File: config.mk
export PLATFORM = sky130hd
export DESIGN_NAME = spq_ctrl
export DESIGN_NICKNAME = d
export VERILOG_FILES = /design/src/rtl/sorted_priority_queue_macros.svh /design/src/rtl/spq_pkg.sv /design/src/rtl/spq_ctrl.sv
export SDC_FILE = /design/constraint.sdc
export NUM_CORES = 1
export LEC_CHECK = 0
export BUFFER_PORTS_ARGS = -buffer_cell sky130_fd_sc_hd__buf_2
export CAP_MARGIN = 15
export CORE_ASPECT_RATIO = 0.9
export CORE_UTILIZATION = 52
export CTS_CLUSTER_DIAMETER = 40
export DETAILED_ROUTE_END_ITERATION = 16
export PLACE_DENSITY = 0.85
export SLEW_MARGIN = 20
export SYNTH_ARGS = -nofsm -noshare
export SYNTH_HDL_FRONTEND = slang
export SYNTH_SLANG_ARGS = --single-unit
File: constraint.sdc
create_clock -name i_clk -period 3.5 [get_ports i_clk]
set_input_delay 0.7 -clock i_clk [delete_from_list [all_inputs] [get_ports i_clk]]
set_output_delay 0.7 -clock i_clk [all_outputs]
set_load 0.02 [all_outputs]
File: src/rtl/sorted_priority_queue_macros.svh
// Assertion macros for the sorted priority queue.
// Included by files that carry concurrent assertions; no other dependencies.
`ifndef SORTED_PRIORITY_QUEUE_MACROS_SVH
`define SORTED_PRIORITY_QUEUE_MACROS_SVH

// The consequent must hold in the same cycle as the antecedent.
`define SPQ_ASSERT_IMPL(label, clk, rst_n, ante, cons) \
    label: assert property (@(posedge clk) disable iff (!(rst_n)) (ante) |-> (cons)) \
        else $error("sorted_priority_queue: assertion failed");

// The consequent must hold in the cycle after the antecedent.
`define SPQ_ASSERT_NEXT(label, clk, rst_n, ante, cons) \
    label: assert property (@(posedge clk) disable iff (!(rst_n)) (ante) |=> (cons)) \
        else $error("sorted_priority_queue: assertion failed");

`endif

File: src/rtl/spq_pkg.sv
// Shared types, constants and helper functions of the sorted priority queue.
// No dependencies; used by the interfaces, the controller and the top level.
`default_nettype none

package spq_pkg;

    localparam int QUEUE_DEPTH = 16;
    localparam int IDX_W       = $clog2(QUEUE_DEPTH);
    localparam int CNT_W       = $clog2(QUEUE_DEPTH + 1);
    localparam int TAG_W       = 16;
    localparam int PRIO_W      = 8;
    localparam int OCC_W       = 5;

    localparam logic [1:0] CMD_INSERT = 2'd0;
    localparam logic [1:0] CMD_PULL   = 2'd1;
    localparam logic [1:0] CMD_PEEK   = 2'd2;

    localparam logic [1:0] ST_OK    = 2'd0;
    localparam logic [1:0] ST_EMPTY = 2'd1;
    localparam logic [1:0] ST_FULL  = 2'd2;

    typedef enum logic [2:0] {
        S_IDLE,
        S_INS_RD,
        S_INS_CMP,
        S_INS_PUT,
        S_HEAD,
        S_DONE
    } t_state;

    typedef struct packed {
        logic [PRIO_W-1:0] prio;
        logic [TAG_W-1:0]  tag;
    } t_entry;

    typedef struct packed {
        logic              we;
        logic [IDX_W-1:0]  waddr;
        t_entry            wdata;
        logic [IDX_W-1:0]  raddr;
    } t_mem_req;

    typedef struct packed {
        logic              valid;
        logic [TAG_W-1:0]  tag;
        logic [PRIO_W-1:0] prio;
        logic [1:0]        status;
        logic [CNT_W-1:0]  count;
    } t_result;

    // Ring buffer pointer arithmetic; the depth need not be a power of two.
    function automatic logic [IDX_W-1:0] idx_prev(input logic [IDX_W-1:0] p);
        if (p == '0) begin
            return IDX_W'(QUEUE_DEPTH - 1);
        end
        return p - 1'b1;
    endfunction

    function automatic logic [IDX_W-1:0] idx_next(input logic [IDX_W-1:0] p);
        if (p == IDX_W'(QUEUE_DEPTH - 1)) begin
            return '0;
        end
        return p + 1'b1;
    endfunction

    function automatic logic [IDX_W-1:0] idx_add(input logic [IDX_W-1:0] a,
                                                 input logic [IDX_W-1:0] b);
        logic [IDX_W:0] s;
        s = {1'b0, a} + {1'b0, b};
        if (s >= (IDX_W+1)'(QUEUE_DEPTH)) begin
            s = s - (IDX_W+1)'(QUEUE_DEPTH);
        end
        return s[IDX_W-1:0];
    endfunction

endpackage

`default_nettype wire

File: src/rtl/spq_ctrl.sv
// Sequencer of the sorted priority queue: ring pointers, occupancy and the
// insertion walk over the entry memory. Depends on spq_pkg.
`default_nettype none

module spq_ctrl import spq_pkg::*; (
    input  wire logic              i_clk,
    input  wire logic              i_rst_n,
    input  wire logic              i_in_valid,
    output      logic              o_in_ready,
    input  wire logic [1:0]        i_command,
    input  wire logic [TAG_W-1:0]  i_tag,
    input  wire logic [PRIO_W-1:0] i_prio,
    output      t_mem_req          o_mem,
    input  wire t_entry            i_rdata,
    output      t_result           o_res,
    input  wire logic              i_res_take
);

    t_state            r_state, n_state;
    logic [CNT_W-1:0]  r_count, n_count;
    logic [IDX_W-1:0]  r_head, n_head;
    logic [IDX_W-1:0]  r_pos, n_pos;
    logic [CNT_W-1:0]  r_left, n_left;
    logic              r_pull, n_pull;
    t_entry            r_item, n_item;
    logic [TAG_W-1:0]  r_res_tag, n_res_tag;
    logic [PRIO_W-1:0] r_res_prio, n_res_prio;
    logic [1:0]        r_status, n_status;

    always_ff @(posedge i_clk) begin
        if (!i_rst_n) begin
            r_state <= S_IDLE;
            r_count <= '0;
            r_head  <= '0;
        end else begin
            r_state <= n_state;
            r_count <= n_count;
            r_head  <= n_head;
        end
    end

    always_ff @(posedge i_clk) begin
        r_pos      <= n_pos;
        r_left     <= n_left;
        r_pull     <= n_pull;
        r_item     <= n_item;
        r_res_tag  <= n_res_tag;
        r_res_prio <= n_res_prio;
        r_status   <= n_status;
    end

    always_comb begin
        n_state    = r_state;
        n_count    = r_count;
        n_head     = r_head;
        n_pos      = r_pos;
        n_left     = r_left;
        n_pull     = r_pull;
        n_item     = r_item;
        n_res_tag  = r_res_tag;
        n_res_prio = r_res_prio;
        n_status   = r_status;

        o_in_ready  = 1'b0;
        o_mem.we    = 1'b0;
        o_mem.waddr = r_pos;
        o_mem.wdata = r_item;
        o_mem.raddr = r_head;

        o_res.valid  = 1'b0;
        o_res.tag    = r_res_tag;
        o_res.prio   = r_res_prio;
        o_res.status = r_status;
        o_res.count  = r_count;

        case (r_state)
            S_IDLE: begin
                o_in_ready = 1'b1;
                if (i_in_valid) begin
                    n_item.tag  = i_tag;
                    n_item.prio = i_prio;
                    n_res_tag   = '0;
                    n_res_prio  = '0;
                    n_status    = ST_OK;
                    n_pull      = (i_command == CMD_PULL);
                    case (i_command)
                        CMD_INSERT: begin
                            if (r_count == CNT_W'(QUEUE_DEPTH)) begin
                                n_status = ST_FULL;
                                n_state  = S_DONE;
                            end else begin
                                // Start the walk at the free slot behind the tail.
                                n_pos   = idx_add(r_head, r_count[IDX_W-1:0]);
                                n_left  = r_count;
                                n_state = S_INS_RD;
                            end
                        end
                        CMD_PULL, CMD_PEEK: begin
                            if (r_count == '0) begin
                                n_status = ST_EMPTY;
                                n_state  = S_DONE;
                            end else begin
                                // The head read is issued this cycle.
                                n_state = S_HEAD;
                            end
                        end
                        default: begin
                            n_state = S_DONE;
                        end
                    endcase
                end
            end
            S_INS_RD: begin
                if (r_left == '0) begin
                    n_state = S_INS_PUT;
                end else begin
                    o_mem.raddr = idx_prev(r_pos);
                    n_state     = S_INS_CMP;
                end
            end
            S_INS_CMP: begin
                o_mem.we = 1'b1;
                if (i_rdata.prio >= r_item.prio) begin
                    // Equal priorities stay ahead, so the new entry lands here.
                    n_count = r_count + 1'b1;
                    n_state = S_DONE;
                end else begin
                    // Move the lower entry one slot back and keep walking;
                    // the read of the next candidate overlaps this write.
                    o_mem.wdata = i_rdata;
                    n_pos       = idx_prev(r_pos);
                    n_left      = r_left - 1'b1;
                    if (r_left == CNT_W'(1)) begin
                        n_state = S_INS_PUT;
                    end else begin
                        o_mem.raddr = idx_prev(idx_prev(r_pos));
                    end
                end
            end
            S_INS_PUT: begin
                o_mem.we = 1'b1;
                n_count  = r_count + 1'b1;
                n_state  = S_DONE;
            end
            S_HEAD: begin
                n_res_tag  = i_rdata.tag;
                n_res_prio = i_rdata.prio;
                if (r_pull) begin
                    n_head  = idx_next(r_head);
                    n_count = r_count - 1'b1;
                end
                n_state = S_DONE;
            end
            S_DONE: begin
                o_res.valid = 1'b1;
                if (i_res_take) begin
                    n_state = S_IDLE;
                end
            end
            default: begin
                n_state = S_IDLE;
            end
        endcase
    end

endmodule

`default_nettype wire

==> flow_summary.ini <==
[timing]
max_slew.worst_pin.slew_ps = 1077
finalSetupTns_ps = 0
slew-limit-headroom = 0.2819
worst_slack_ps = 166.2
hold_viol = 0
rsz0062_at_grt = no
min_period_over_period = 0.9525
fmax_ghz = 0.3000
finalClockSkew_ps = 8.605
drv_slew = 0
fin_crit_ps = 3334
setup_viol = 0

[min_path]
min_path_type = in2reg

[logic_synthesis]
synth_edf_count = 60
synth_nets = 404
seq_area_frac_synth = 0.5192
synth-compound-area-share = 0.1031
syn_area_per_cell_um2 = 12.06
synth_cell_types = 53
synth-main-ff-cell = edfxtp_1
synth-seq-cells = 72
async_flop_share = 0
netlist_area_mm2 = 0.003933
synth_adder_area_share = 0.08018
synth_xor_area_frac = 0.02227
synth_cells = 326
synthMuxAreaShare = 0.09481
synth-simple-area-share = 0.1451
yosysWarnings = 0
synth_top_family_by_area = simple AND/OR/NAND/NOR gates

[critical_path]
crit_path_end_kind = primary output
cp.arrival_ps = 2630
reg2reg_slack_ps = 780
r2r_end = r_count[4]
required_ps = 2800
worstSetupStartpointType = primary input
critPathLaunch = i_rdata[17]
r2r_cells = 9
path_class = in2out
rr_startpoint = r_state[0]
path_max_fanout = 25
critPathCapture = o_mem[17]

[route]
routed_wl_mm = 8.535
top_layer_used = met4
vias = 2953
drtIter0Drc = 178
avgRoutedWirePerCell_um = 15.46
wl_met1_mm = 3.566
wl_met2_mm = 4.325
ant_nets = 0
first_pass_iters = 5
viasPerCell = 5.350
post-route-drc-count = 0
dr_wl_met3_um = 477

[die]
start_util = 0.5474
core-area_mm2 = 0.007184
fp.dieW_um = 93.67
dieArea_mm2 = 0.007915
fp.dieH_um = 84.50
rows = 29
ios = 120

[clocking]
clock_sinks = 72
post_cts_buffers = 0
cts.repair.resized = 0
root_buffer = clkbuf_8
clk_latency_ps = 340
cts.path.max_buffers = 2
htree_num_levels = 3
cts_hold_buf = 0
cts_made_buffers = 9
clk_pin_slew_worst_paths_ps = 80
cts_tree = built

[job]
drv_cap = 0

[final_layout]
final_cell_mix = 119 x buf_2, 60 x edfxtp_1, 26 x and2_1
n_antenna_cell = 0
regArea_mm2 = 0.002042
fillCellCount = 560
syn2layout_area_growth_pct = 22.97
mostFrequentLayoutCell = buf_2
multi_input_area_mm2 = 0.001752
final_nets = 532
final_area_mm2 = 0.004836
layout-drive-gt1-share = 0.3791

[global_route]
grt_use_total = 0.2296
grt_antenna_before_repair = 0
grt_max_degree = 30
grt_pass1_vias = 2876
overflow = 0
grt_pass1_wl_mm = 13.72

[place]
io_buffer_count = 119
dpl_cell_area_mm2 = 0.004641
hpwl_mm = 6.379
place_congestion = 0.8361
place_ws_ps = 135.9

[power]
power.leakage_nw = 2.166
powerDensity_mw_per_mm2 = 785.4
vdd_drop_max_v = 0.0006478

[outcome]
status = finished, final reports clean
worst min path at each step:
| stage | startpoint | endpoint | slack, ps | depth (start not counted) |
|---|---|---|---|---|
| 6_report | i_tag[3] | r_item[3] | 530 | 1 |
| 5_1_grt | i_tag[12] | r_item[12] | 510 | 1 |
| 4_1_cts | i_tag[15] | r_item[15] | 510 | 1 |
| 3_5_place_dp | r_count[4] | r_count[4] | 510 | 2 |
| 3_3_place_gp | r_count[4] | r_count[4] | 500 | 2 |
| 2_1_floorplan | r_head[3] | r_head[3] | 490 | 2 |
flip-flops by register name, indices dropped and copies added (netlist names):
signal / count
r_item: 24
r_res_tag: 16
r_res_prio: 8
r_count: 5
r_left: 5
r_head: 4
r_pos: 4
r_state: 3
r_status: 2
r_pull: 1
synthesized netlist by cell type, drive strengths merged (4+ instances only):
cell type | number | area share
a21oi | 21 | 0.027
a221o | 4 | 0.010
and2 | 27 | 0.044
and3 | 4 | 0.0064
clkbuf | 5 | 0.0048
dfxtp | 12 | 0.061
edfxtp | 60 | 0.46
ha | 22 | 0.070
inv | 22 | 0.021
mux2 | 25 | 0.090
nand2 | 12 | 0.013
nand3 | 12 | 0.017
nor2 | 19 | 0.018
nor2b | 4 | 0.0064
nor3 | 6 | 0.0076
nor4b | 4 | 0.0089
o21ai | 12 | 0.015
xnor2 | 8 | 0.018
cells by family (layout without fill, tap and decap cells):
family          after synthesis  count (layout)
mux                          27              27
simple gates                100             100
xor+xnor                     10              10
fa+ha+maj                    24              24
flops                        72              72
buf+inv                      32             165
compound gates               61              61
worst max-delay path, cell delays in order:
cell	delay, ps
buf_2	110
ha_1	200
or4_1	520
a21o_1	180
nand3_2	100
nand2_4	260
mux2_4	400
buf_2	160
layer usage:
layer,up-vias,GRT usage
met5,-,0
met3,15,0.05797
met2,101,0.3897
met1,1384,0.2844
met4,0,0.08112
li1,1453,-
stage by stage:
step,hold slack (ps),util,total power (W),std cells
floorplan,494.9,-,0.002647,326
global placement,500.8,0.6459,0.003115,536
detailed placement,512.8,0.6459,0.003171,536
CTS,507.2,0.6731,0.003816,552
global route,508.0,0.6731,0.004023,552
finish,525.1,0.6731,0.003798,552
cell type report:
cell class / count / area share
inverters: 24 / 0.01863
clock inverters: 7 / 0.01475
multi-input cells: 222 / 0.3622
clock buffers: 9 / 0.02561
well taps: 93 / 0.02406
repair buffers: 125 / 0.1325
flip-flops and latches: 72 / 0.4223
report_power, final:
part	internal, W	total, W	leakage, nW	switching, W
logic	0.000652	0.00169	1.39	0.00104
registers	0.00130	0.00146	0.678	0.000161
clock network	0.000329	0.000643	0.0933	0.000314
total	0.00228	0.00380	2.17	0.00152
Power figures use the tool's default switching activity.
