**src/rtl/sorted_priority_queue_macros.svh**
```systemverilog
// Assertion macros for the sorted priority queue.
// Included by files that carry concurrent assertions; no other dependencies.
`ifndef SORTED_PRIORITY_QUEUE_MACROS_SVH
`define SORTED_PRIORITY_QUEUE_MACROS_SVH

// The consequent must hold in the same cycle as the antecedent.
`define SPQ_ASSERT_IMPL(label, clk, rst_n, ante, cons) \
    label: assert property (@(posedge clk) disable iff (!(rst_n)) (ante) |-> (cons)) \
        else $error("sorted_priority_queue: assertion failed");

// The consequent must hold in the cycle after the antecedent.
`define SPQ_ASSERT_NEXT(label, clk, rst_n, ante, cons) \
    label: assert property (@(posedge clk) disable iff (!(rst_n)) (ante) |=> (cons)) \
        else $error("sorted_priority_queue: assertion failed");

`endif

```
**src/rtl/spq_ram.sv**
```systemverilog
// Generic one-write, one-read memory with registered read data.
// No dependencies.
`default_nettype none

module spq_ram #(
    parameter int DATA_W = 24,
    parameter int DEPTH  = 16
) (
    input  wire logic                       i_clk,
    input  wire logic                       i_we,
    input  wire logic [$clog2(DEPTH)-1:0]   i_waddr,
    input  wire logic [DATA_W-1:0]          i_wdata,
    input  wire logic [$clog2(DEPTH)-1:0]   i_raddr,
    output      logic [DATA_W-1:0]          o_rdata
);

    logic [DATA_W-1:0] r_mem [DEPTH];

    always_ff @(posedge i_clk) begin
        if (i_we) begin
            r_mem[i_waddr] <= i_wdata;
        end
    end

    always_ff @(posedge i_clk) begin
        o_rdata <= r_mem[i_raddr];
    end

endmodule

`default_nettype wire

```
**config.mk**
```make
export PLATFORM = sky130hd
export DESIGN_NAME = spq_ram
export DESIGN_NICKNAME = d
export VERILOG_FILES = /design/src/rtl/sorted_priority_queue_macros.svh /design/src/rtl/spq_ram.sv
export SDC_FILE = /design/constraint.sdc
export NUM_CORES = 1
export LEC_CHECK = 0
export ABC_CLOCK_PERIOD_IN_PS = 3500
export BUFFER_PORTS_ARGS = -buffer_cell sky130_fd_sc_hd__buf_2
export CORE_UTILIZATION = 35
export DETAILED_ROUTE_END_ITERATION = 12
export PLACE_DENSITY = 0.53
export SLEW_MARGIN = 15
export SYNTH_ARGS = -nofsm -noshare
export SYNTH_HDL_FRONTEND = slang
export SYNTH_SLANG_ARGS = --single-unit
```
**constraint.sdc**
```tcl
create_clock -name i_clk -period 3.5 [get_ports i_clk]
set_input_delay 0.175 -clock i_clk [delete_from_list [all_inputs] [get_ports i_clk]]
set_output_delay 0.175 -clock i_clk [all_outputs]
set_load 0.1 [all_outputs]
```
==> impl_metrics.ini, run 1 <==
[run_status]
status = complete, no violations

[critical_path]
critPathCaptureType = primary output
required_ps = 3320
path_cells = buf_2
crit_type = register to primary output
crit_slowest_cell = buf_2
cpPeakStageDelay_ps = 460
crit_fanout = 1
cpLargestDelayFamily = buffers and inverters
crit_path_start_kind = register
critPathArrivalTime_ps = 1420
path_buf_inv = 1

[routing]
vias = 6845
drc_errors = 0
drtPass1Iterations = 4
drtIter0Drc = 489
wl_per_cell_um = 24.5
viasPerCell = 5.13
finalWirelength_um = 32700
postRouteAntennaNets = 0

[grt]
grt_overflow = 0
grt_pass1_wl_um = 48600
grt_pass1_vias = 7442
track_usage_pct = 15.3
antenna_found_initial = 0
grt_max_degree = 43

[sta]
max_freq_ghz = 0.626
relSlewSlack_pct = 42.7
finalClockSkew_ps = 15.7
fin_setup_tns_ps = 0
whs_ps = 16.1
setup_viol = 0
worst_slew_pin_slew_ps = 859
rsz0062_at_grt = no
fin_crit_sh_pct = 45.7
maxSlewViolCount = 0
hold_viol = 0
period_needed_ps = 1600

[pwr]
powerDensity_mw_per_mm2 = 599
power_frac_clock_pct = 41.1
p_leak_nw = 5.69
p_sw_share_pct = 22.2
total_power_mw = 10.6
combPwrFrac_pct = 6.9
ir_drop_mv = 0.392
pwr-share-seq_pct = 52.1
p_sw_mw = 2.34
power.internal_mw = 8.22

[place]
placed_area_sq_mm = 0.0161
dp_hpwl_um = 17500
port_buffers = 57
globalplace.congestion = 0.721

[floorplanning]
initial_core_util_pct = 35.5
core_sq_mm = 0.0420
dieArea_sq_mm = 0.0435
ios = 58
dieHeight_um = 209
die_w_um = 209
std_cell_rows = 75

[yosys]
synth_fp_nets = 670
syn_area_per_cell_sq_um = 23.5
synth-seq-cells = 408
synth_warnings = 0
synth_cells = 636
synthDistinctLibCells = 16
syn_area_sq_mm = 0.0149
yosysSeqAreaShare_pct = 80.4

[clock_network]
path_clk_slew_ps = 60
cts_tree = yes
insertion_delay_ps = 550
tritoncts.num_buffers = 44
clock_sinks = 408
cts.path.max_buffers = 3
cts_repair_resize_count = 0
htreeDepth = 2
cts_root_buf = clkbuf_16

[cells_and_area]
final_cell_mix = 384 x edfxtp_1, 96 x mux4_2, 55 x buf_2
post-route-util_pct = 41.9
area_growth_pct = 18.0
design_area_sq_mm = 0.0176
final_nets = 795
final_common_cell = edfxtp_1
antenna_cells = 0
drive_above_1_share_pct = 33.5
n_fill_cell = 3637

[job]
cap_viol_max_count = 0

[hold_path]
hp-class = input port to register
-- worst register-to-register path: stages (launching register included) --
cell and delay, ps:
edfxtp_1 380, mux4_2 460, a22oi_1 300, nand2_1 90
-- layer usage --
layer	vias to the layer above	wire, um	track usage [%]
li1	2955	-	-
met1	3677	13400	19.2
met2	161	17300	27.5
met3	52	1240	2.31
met4	0	728	4.39
met5	-	0	0
-- layout make-up --
class / count / area (sq um) / share of cell area (%)
clock buffer: 62 / 1200 / 6.80
clock inverter: 18 / 161 / 0.916
multi-input combinational: 195 / 2800 / 15.9
sequential: 408 / 12000 / 68.2
tap: 539 / 674 / 3.83
timing repair buffer: 112 / 772 / 4.38
-- per-stage QoR --
step | instances | setup slack [ps]
2_1_floorplan | 636 | 708
4_1_cts | 1334 | 1880
3_5_place_dp | 1233 | 1380
3_3_place_gp | 1233 | 1390
5_1_grt | 1334 | 1830
6_report | 1334 | 1900
-- cell families (layout without fill, tap and decap cells) --
| family | count (synthesis) | count (layout) | synth area share [%] |
|---|---|---|---|
| flip-flops | 408 | 408 | 80.4 |
| multiplexers | 96 | 96 | 14.5 |
| AND/OR/NAND/NOR | 51 | 51 | 1.49 |
| AO/OA/AOI/OAI | 48 | 48 | 2.41 |
| buffers and inverters | 33 | 192 | 1.16 |
-- synth_stat cells --
library cell / n / area [sq um]
a22oi_1: 48 / 360
and2_1: 1 / 6.26
buf_2: 10 / 50.1
buf_6: 5 / 56.3
clkbuf_1: 18 / 67.6
dfxtp_1: 24 / 480
edfxtp_1: 384 / 11500
mux4_2: 96 / 2160
nand2_1: 25 / 93.8
nand2b_1: 2 / 12.5
nand3_1: 1 / 5.00
nand3b_1: 2 / 15.0
nor2_1: 13 / 48.8
nor2b_1: 2 / 12.5
nor3_1: 4 / 20.0
or3b_2: 1 / 8.76
-- power groups by stage --
stage                     logic (mW)  clock network, mW  registers [mW]
after global placement         0.705                  0            5.60
after global routing           0.768               4.63            5.50
after floorplan                0.264                  0            5.83
final                          0.726               4.34            5.50
after detailed placement       0.718                  0            5.60
after CTS                      0.739               4.45            5.50
-- registers in the layout (all words and copies together) (netlist names) --
name,flops
r_mem,384
o_rdata,24
-- worst paths after layout --
| path | startpoint | to | slack [ps] | cells past startpoint |
|---|---|---|---|---|
| max | o_rdata[22]$_DFF_P_ | o_rdata[22] | 1900 | 1 |
| min | i_wdata[17] | r_mem[10][17]$_DFFE_PP_ | 20 | 1 |
| max reg2reg | r_mem[0][19]$_DFFE_PP_ | o_rdata[19]$_DFF_P_ | 2170 | 3 |
| min reg2reg | r_mem[14][23]$_DFFE_PP_ | o_rdata[23]$_DFF_P_ | 670 | 3 |
-- what timing repair did --
action                                  4_1_cts  5_1_grt
hold endpoints to repair                    297        0
hold buffers                                 21        0
setup buffers                                 0        0
endpoints found under the setup margin        0        0
Power figures use the tool's default switching activity.
==> inputs of run 2 (changes only) <==
Settings changed: ABC_AREA set to 1, ABC_CLOCK_PERIOD_IN_PS 3500 to 1600.
Clock period 3.5 ns to 1.6 ns, I/O delays scaled along.
==> impl_metrics.ini, run 2 <==
[run_status]
status = complete, no violations

[critical_path]
required_ps = 1520
crit_type = register to primary output
r2r_slack_ps = 560
crit_slowest_cell = buf_2
critPathCaptureType = primary output
critPathArrivalTime_ps = 1510
cpLargestDelayFamily = buffers and inverters
crit_fanout = 1
r2r_cells = 6
rr_endpoint = o_rdata[19]$_DFF_P_
crit_path_start_kind = register
r2r_start = r_mem[13][19]$_DFFE_PP_
cpPeakStageDelay_ps = 480
path_cells = buf_2
path_buf_inv = 1

[pwr]
ir_drop_mv = 0.735
powerDensity_mw_per_mm2 = 1190
total_power_mw = 24.2
p_leak_nw = 8.55

[floorplanning]
dieHeight_um = 222
std_cell_rows = 80
initial_core_util_pct = 35.5
core_sq_mm = 0.0477
die_w_um = 222
ios = 58
dieArea_sq_mm = 0.0493

[clock_network]
post_cts_buffers = 0
path_clk_slew_ps = 60
cts_repair_resize_count = 0
cts_tree = yes
cts_root_buf = clkbuf_16
clock_sinks = 408
tritoncts.num_buffers = 45
insertion_delay_ps = 590
ctsHoldBuffers = 25
htreeDepth = 2
cts.path.max_buffers = 3

[yosys]
synth_area_leaders = edfxtp_1 68%, nand2_1 11%, nand3_1 8.5%
async_flop_share_pct = 0
synth_most_common_cell = nand2_1
synthDistinctLibCells = 12
synth_ff_type = edfxtp_1
syn_area_per_cell_sq_um = 10.6
post-synth-top-area-cell = edfxtp_1
syn_area_sq_mm = 0.0170
synth.top_cell.area_share_pct = 68.0
synth_fp_nets = 1631
synth_cells = 1597
yosysSeqAreaShare_pct = 70.9
synth-seq-cells = 408
synth_warnings = 0
synth_top_cells_by_count = 509 x nand2_1, 384 x edfxtp_1, 292 x inv_1
synth_edf_count = 384

[sta]
relSlewSlack_pct = 63.6
fin_setup_tns_ps = 0
setup_viol = 0
hold_viol = 0
layout_setup_ws_ps = 5.07
period_needed_ps = 1590
finalClockSkew_ps = 21.0
maxSlewViolCount = 0
fin_crit_sh_pct = 99.7
worst_slew_pin_slew_ps = 550
rsz0062_at_grt = no
max_freq_ghz = 0.627

[cells_and_area]
largestRegisters = r_mem x384, o_rdata x24
antenna_cells = 0
n_fill_cell = 4479
post-route-util_pct = 42.4
multi_input_area_sq_mm = 0.00356
area_growth_pct = 19.5
final_common_cell = nand2_1
seqCellArea_sq_mm = 0.0120
largest_reg_flops = 384
final_nets = 1738
drive_above_1_share_pct = 11.4
final_cell_mix = 509 x nand2_1, 384 x edfxtp_1, 291 x inv_1
regMostFlops = r_mem

[hold_path]
min_from = i_raddr[3]
hp-class = input port to register
whs_endpoint = o_rdata[4]$_DFF_P_
hold_path_depth = 5

[grt]
grt_pass1_wl_um = 65700
grt_max_degree = 70
antenna_found_initial = 0
grt_overflow = 0
track_usage_pct = 17.6
grt_pass1_vias = 10900

[routing]
finalWirelength_um = 42900
postRouteAntennaNets = 0
drc_errors = 0
vias = 11000
viasPerCell = 4.66
wl_per_cell_um = 18.2
drtPass1Iterations = 5
drtIter0Drc = 771

[place]
port_buffers = 57
dp_hpwl_um = 25000
dpl_worst_slack_ps = 224
globalplace.congestion = 0.768

[job]
cap_viol_max_count = 0
## run 2: cell types whose count changed in the layout (fill, tap and decap cells not counted), moves of 4 or more
cell | before | now
nor2_4 | 0 | 16
buf_12 | 1 | 33
inv_1 | 0 | 291
dlygate4sd3_1 | 21 | 25
buf_4 | 34 | 24
mux4_2 | 96 | 0
nand2_1 | 25 | 509
nor3_2 | 4 | 0
nor2_2 | 13 | 0
clkinv_2 | 6 | 10
a22oi_1 | 48 | 0
nand3_1 | 1 | 289
clkbuf_1 | 15 | 10
## run 2: worst max path at each step
stage,endpoint,start,cells past startpoint
2_1_floorplan,r_mem[10][0]$_DFFE_PP_,i_waddr[2],2
3_3_place_gp,o_rdata[19]$_DFF_P_,i_raddr[0],8
3_5_place_dp,r_mem[5][4]$_DFFE_PP_,i_waddr[3],4
4_1_cts,o_rdata[18],o_rdata[18]$_DFF_P_,1
5_1_grt,o_rdata[18],o_rdata[18]$_DFF_P_,1
6_report,o_rdata[18],o_rdata[18]$_DFF_P_,1
## run 2: stage by stage
stage / instances / hold slack, ps / area, sq um
2_1_floorplan: 1597 / 179 / 17000
3_3_place_gp: 2247 / 479 / 18600
3_5_place_dp: 2247 / 483 / 18600
4_1_cts: 2356 / 39.8 / 20300
5_1_grt: 2356 / 68.9 / 20300
6_report: 2356 / 56.1 / 20300
## run 2: layout make-up
type | instances | area share (%)
inverter | 294 | 5.48
multi-input combinational | 817 | 17.5
tap | 615 | 3.80
sequential | 408 | 59.3
clock buffer | 58 | 5.95
clock inverter | 26 | 1.16
timing repair buffer | 138 | 6.80
## run 2: layer usage
metal | routed length, um | share of wire [%] | track usage [%] | up-vias
li1 | - | - | - | 5379
met4 | 1120 | 2.6 | 5.31 | 0
met5 | 0 | 0 | 0 | -
met2 | 20400 | 48 | 29.4 | 217
met1 | 19500 | 45 | 23.6 | 5319
met3 | 1840 | 4.3 | 2.94 | 67
## run 2: logic make-up after synthesis
family | Yosys count | share of synthesized area, %
simple gates | 817 | 20.3
buf+inv | 372 | 8.87
flops | 408 | 70.9
## run 2: worst reg2reg max path: stages, from the launching register on
cell and delay (ps):
edfxtp_1 360, inv_1 60, nand2_1 50, nand3_1 80, nand3_1 110, nand3_1 190
nand2_1 90
## run 2: power by group
part	internal (mW)	total (mW)	switching, mW
registers	11.9	12.0	0.0847
logic	0.517	2.07	1.55
clock network	5.84	10.1	4.24
==> inputs of run 3 (changes only) <==
Settings changed: ABC_CLOCK_PERIOD_IN_PS 1600 to 2000, CTS_BUF_LIST set to sky130_fd_sc_hd__clkbuf_4.
Clock period 1.6 ns to 2 ns, I/O delays scaled along.
==> impl_metrics.ini, run 3 (synthesis gave the netlist of run 2 again) <==
[run_status]
status = complete, no violations

[critical_path]
critPathArrivalTime_ps = 2450
required_ps = 2480
crit_fanout = 4
crit_path_start_kind = input port
crit_start = i_we
critPathCaptureType = register
crit_type = input port to register
r2r_start = r_mem[15][14]$_DFFE_PP_

[floorplanning]
std_cell_rows = 80
dieArea_sq_mm = 0.0493
die_w_um = 222
core_sq_mm = 0.0477
initial_core_util_pct = 35.5
ios = 58
dieHeight_um = 222

[routing]
postRouteAntennaNets = 0
viasPerCell = 4.59
drtIter0Drc = 710
drc_errors = 0
finalWirelength_um = 42100
vias = 11300
drtPass1Iterations = 5
wl_per_cell_um = 17.2

[sta]
layout_setup_ws_ps = 23.1
maxSlewViolCount = 0
rsz0062_at_grt = no
max_freq_ghz = 0.506
finalClockSkew_ps = 34.5
hold_viol = 0
fin_crit_sh_pct = 98.8
fin_setup_tns_ps = 0
relSlewSlack_pct = 64.3
period_needed_ps = 1980
setup_viol = 0
worst_slew_pin_slew_ps = 536

[cells_and_area]
largestRegisters = r_mem x384, o_rdata x24
final_cell_mix = 509 x nand2_1, 384 x edfxtp_1, 291 x inv_1
regMostFlops = r_mem
multi_input_area_sq_mm = 0.00356
n_fill_cell = 4567
seqCellArea_sq_mm = 0.0120
area_growth_pct = 18.1
drive_above_1_share_pct = 15.5
largest_reg_flops = 384
final_common_cell = nand2_1
design_area_sq_mm = 0.0200
final_nets = 1787

[clock_network]
cts_tree = yes
tritoncts.num_buffers = 103
cts_root_buf = clkbuf_4
cts_repair_resize_count = 0
htreeDepth = 3
clock_sinks = 408
path_clk_slew_ps = 80
insertion_delay_ps = 800
ctsHoldBuffers = 32
cts.path.max_buffers = 3
post_cts_buffers = 0

[pwr]
combPwrFrac_pct = 8.7
power.internal_mw = 13.8
pwr-share-seq_pct = 52.5
powerDensity_mw_per_mm2 = 917
ir_drop_mv = 0.436
p_leak_nw = 8.58
p_sw_mw = 4.58
p_sw_share_pct = 24.9
power_frac_clock_pct = 38.9

[grt]
grt_pass1_vias = 11400
grt_overflow = 0
track_usage_pct = 17.6
grt_max_degree = 97
grt_pass1_wl_um = 66100
antenna_found_initial = 1

[hold_path]
min_from = i_waddr[3]
hp-class = input port to register

[place]
globalplace.congestion = 0.734
port_buffers = 57
placed_area_sq_mm = 0.0183
dp_hpwl_um = 22800
dpl_worst_slack_ps = 470

[job]
cap_viol_max_count = 0
-- run 3: cell types whose count changed in the layout (fill, tap and decap cells not counted), sizes merged, moves of 2 or more --
cell | previous run | this run
clkinv | 20 | 25
buf | 113 | 97
clkbuf | 58 | 164
clkinvlp | 2 | 0
dlygate4sd3 | 25 | 32
bufinv | 3 | 1
-- run 3: critical path: stages --
cell and delay, ps:
dlygate4sd3_1 520, buf_2 130, nand2_1 190, dlygate4sd3_1 680
nor2_4 130, dlygate4sd3_1 700
-- run 3: power groups by stage --
stage               registers [mW]  logic (mW)  clock network (mW)
global placement              9.81        1.55                   0
floorplan                     10.2       0.624                   0
finish                        9.63        1.59                7.13
CTS                           9.63        1.62                7.35
detailed placement            9.81        1.56                   0
global route                  9.64        1.74                7.82
-- run 3: per-stage QoR --
stage / cells / util (%) / total power, mW / hold WS [ps]
2_1_floorplan: 1597 / - / 10.8 / 199
5_1_grt: 2455 / 41.9 / 19.2 / 86.4
3_5_place_dp: 2231 / 38.4 / 11.4 / 501
6_report: 2455 / 41.9 / 18.4 / 131
4_1_cts: 2454 / 41.9 / 18.6 / 44.0
3_3_place_gp: 2231 / 38.4 / 11.4 / 494
-- run 3: path summary, 6_finish.rpt --
kind	to	slack [ps]	cells past startpoint
worst max-delay path	r_mem[1][9]$_DFFE_PP_	20	6
worst min-delay path	r_mem[3][12]$_DFFE_PP_	130	5
worst max register to register	o_rdata[14]$_DFF_P_	540	7
worst min register to register	o_rdata[13]$_DFF_P_	660	6
-- run 3: area by class of cell --
| cell class | count | area share [%] |
|---|---|---|
| repair buffers | 129 | 6.01 |
| well taps | 615 | 3.84 |
| flip-flops and latches | 408 | 60.0 |
| clock buffers | 164 | 6.15 |
| multi-input cells | 817 | 17.8 |
| clock inverters | 27 | 0.650 |
| inverters | 294 | 5.55 |
| diodes | 1 | 0.0125 |
-- run 3: per-layer routing --
metal	up-vias	track usage [%]	wire [um]
met5	-	0	0
met4	0	6.41	662
met3	46	3.27	2030
met2	246	29.5	20500
met1	5430	22.8	18900
li1	5550	-	-
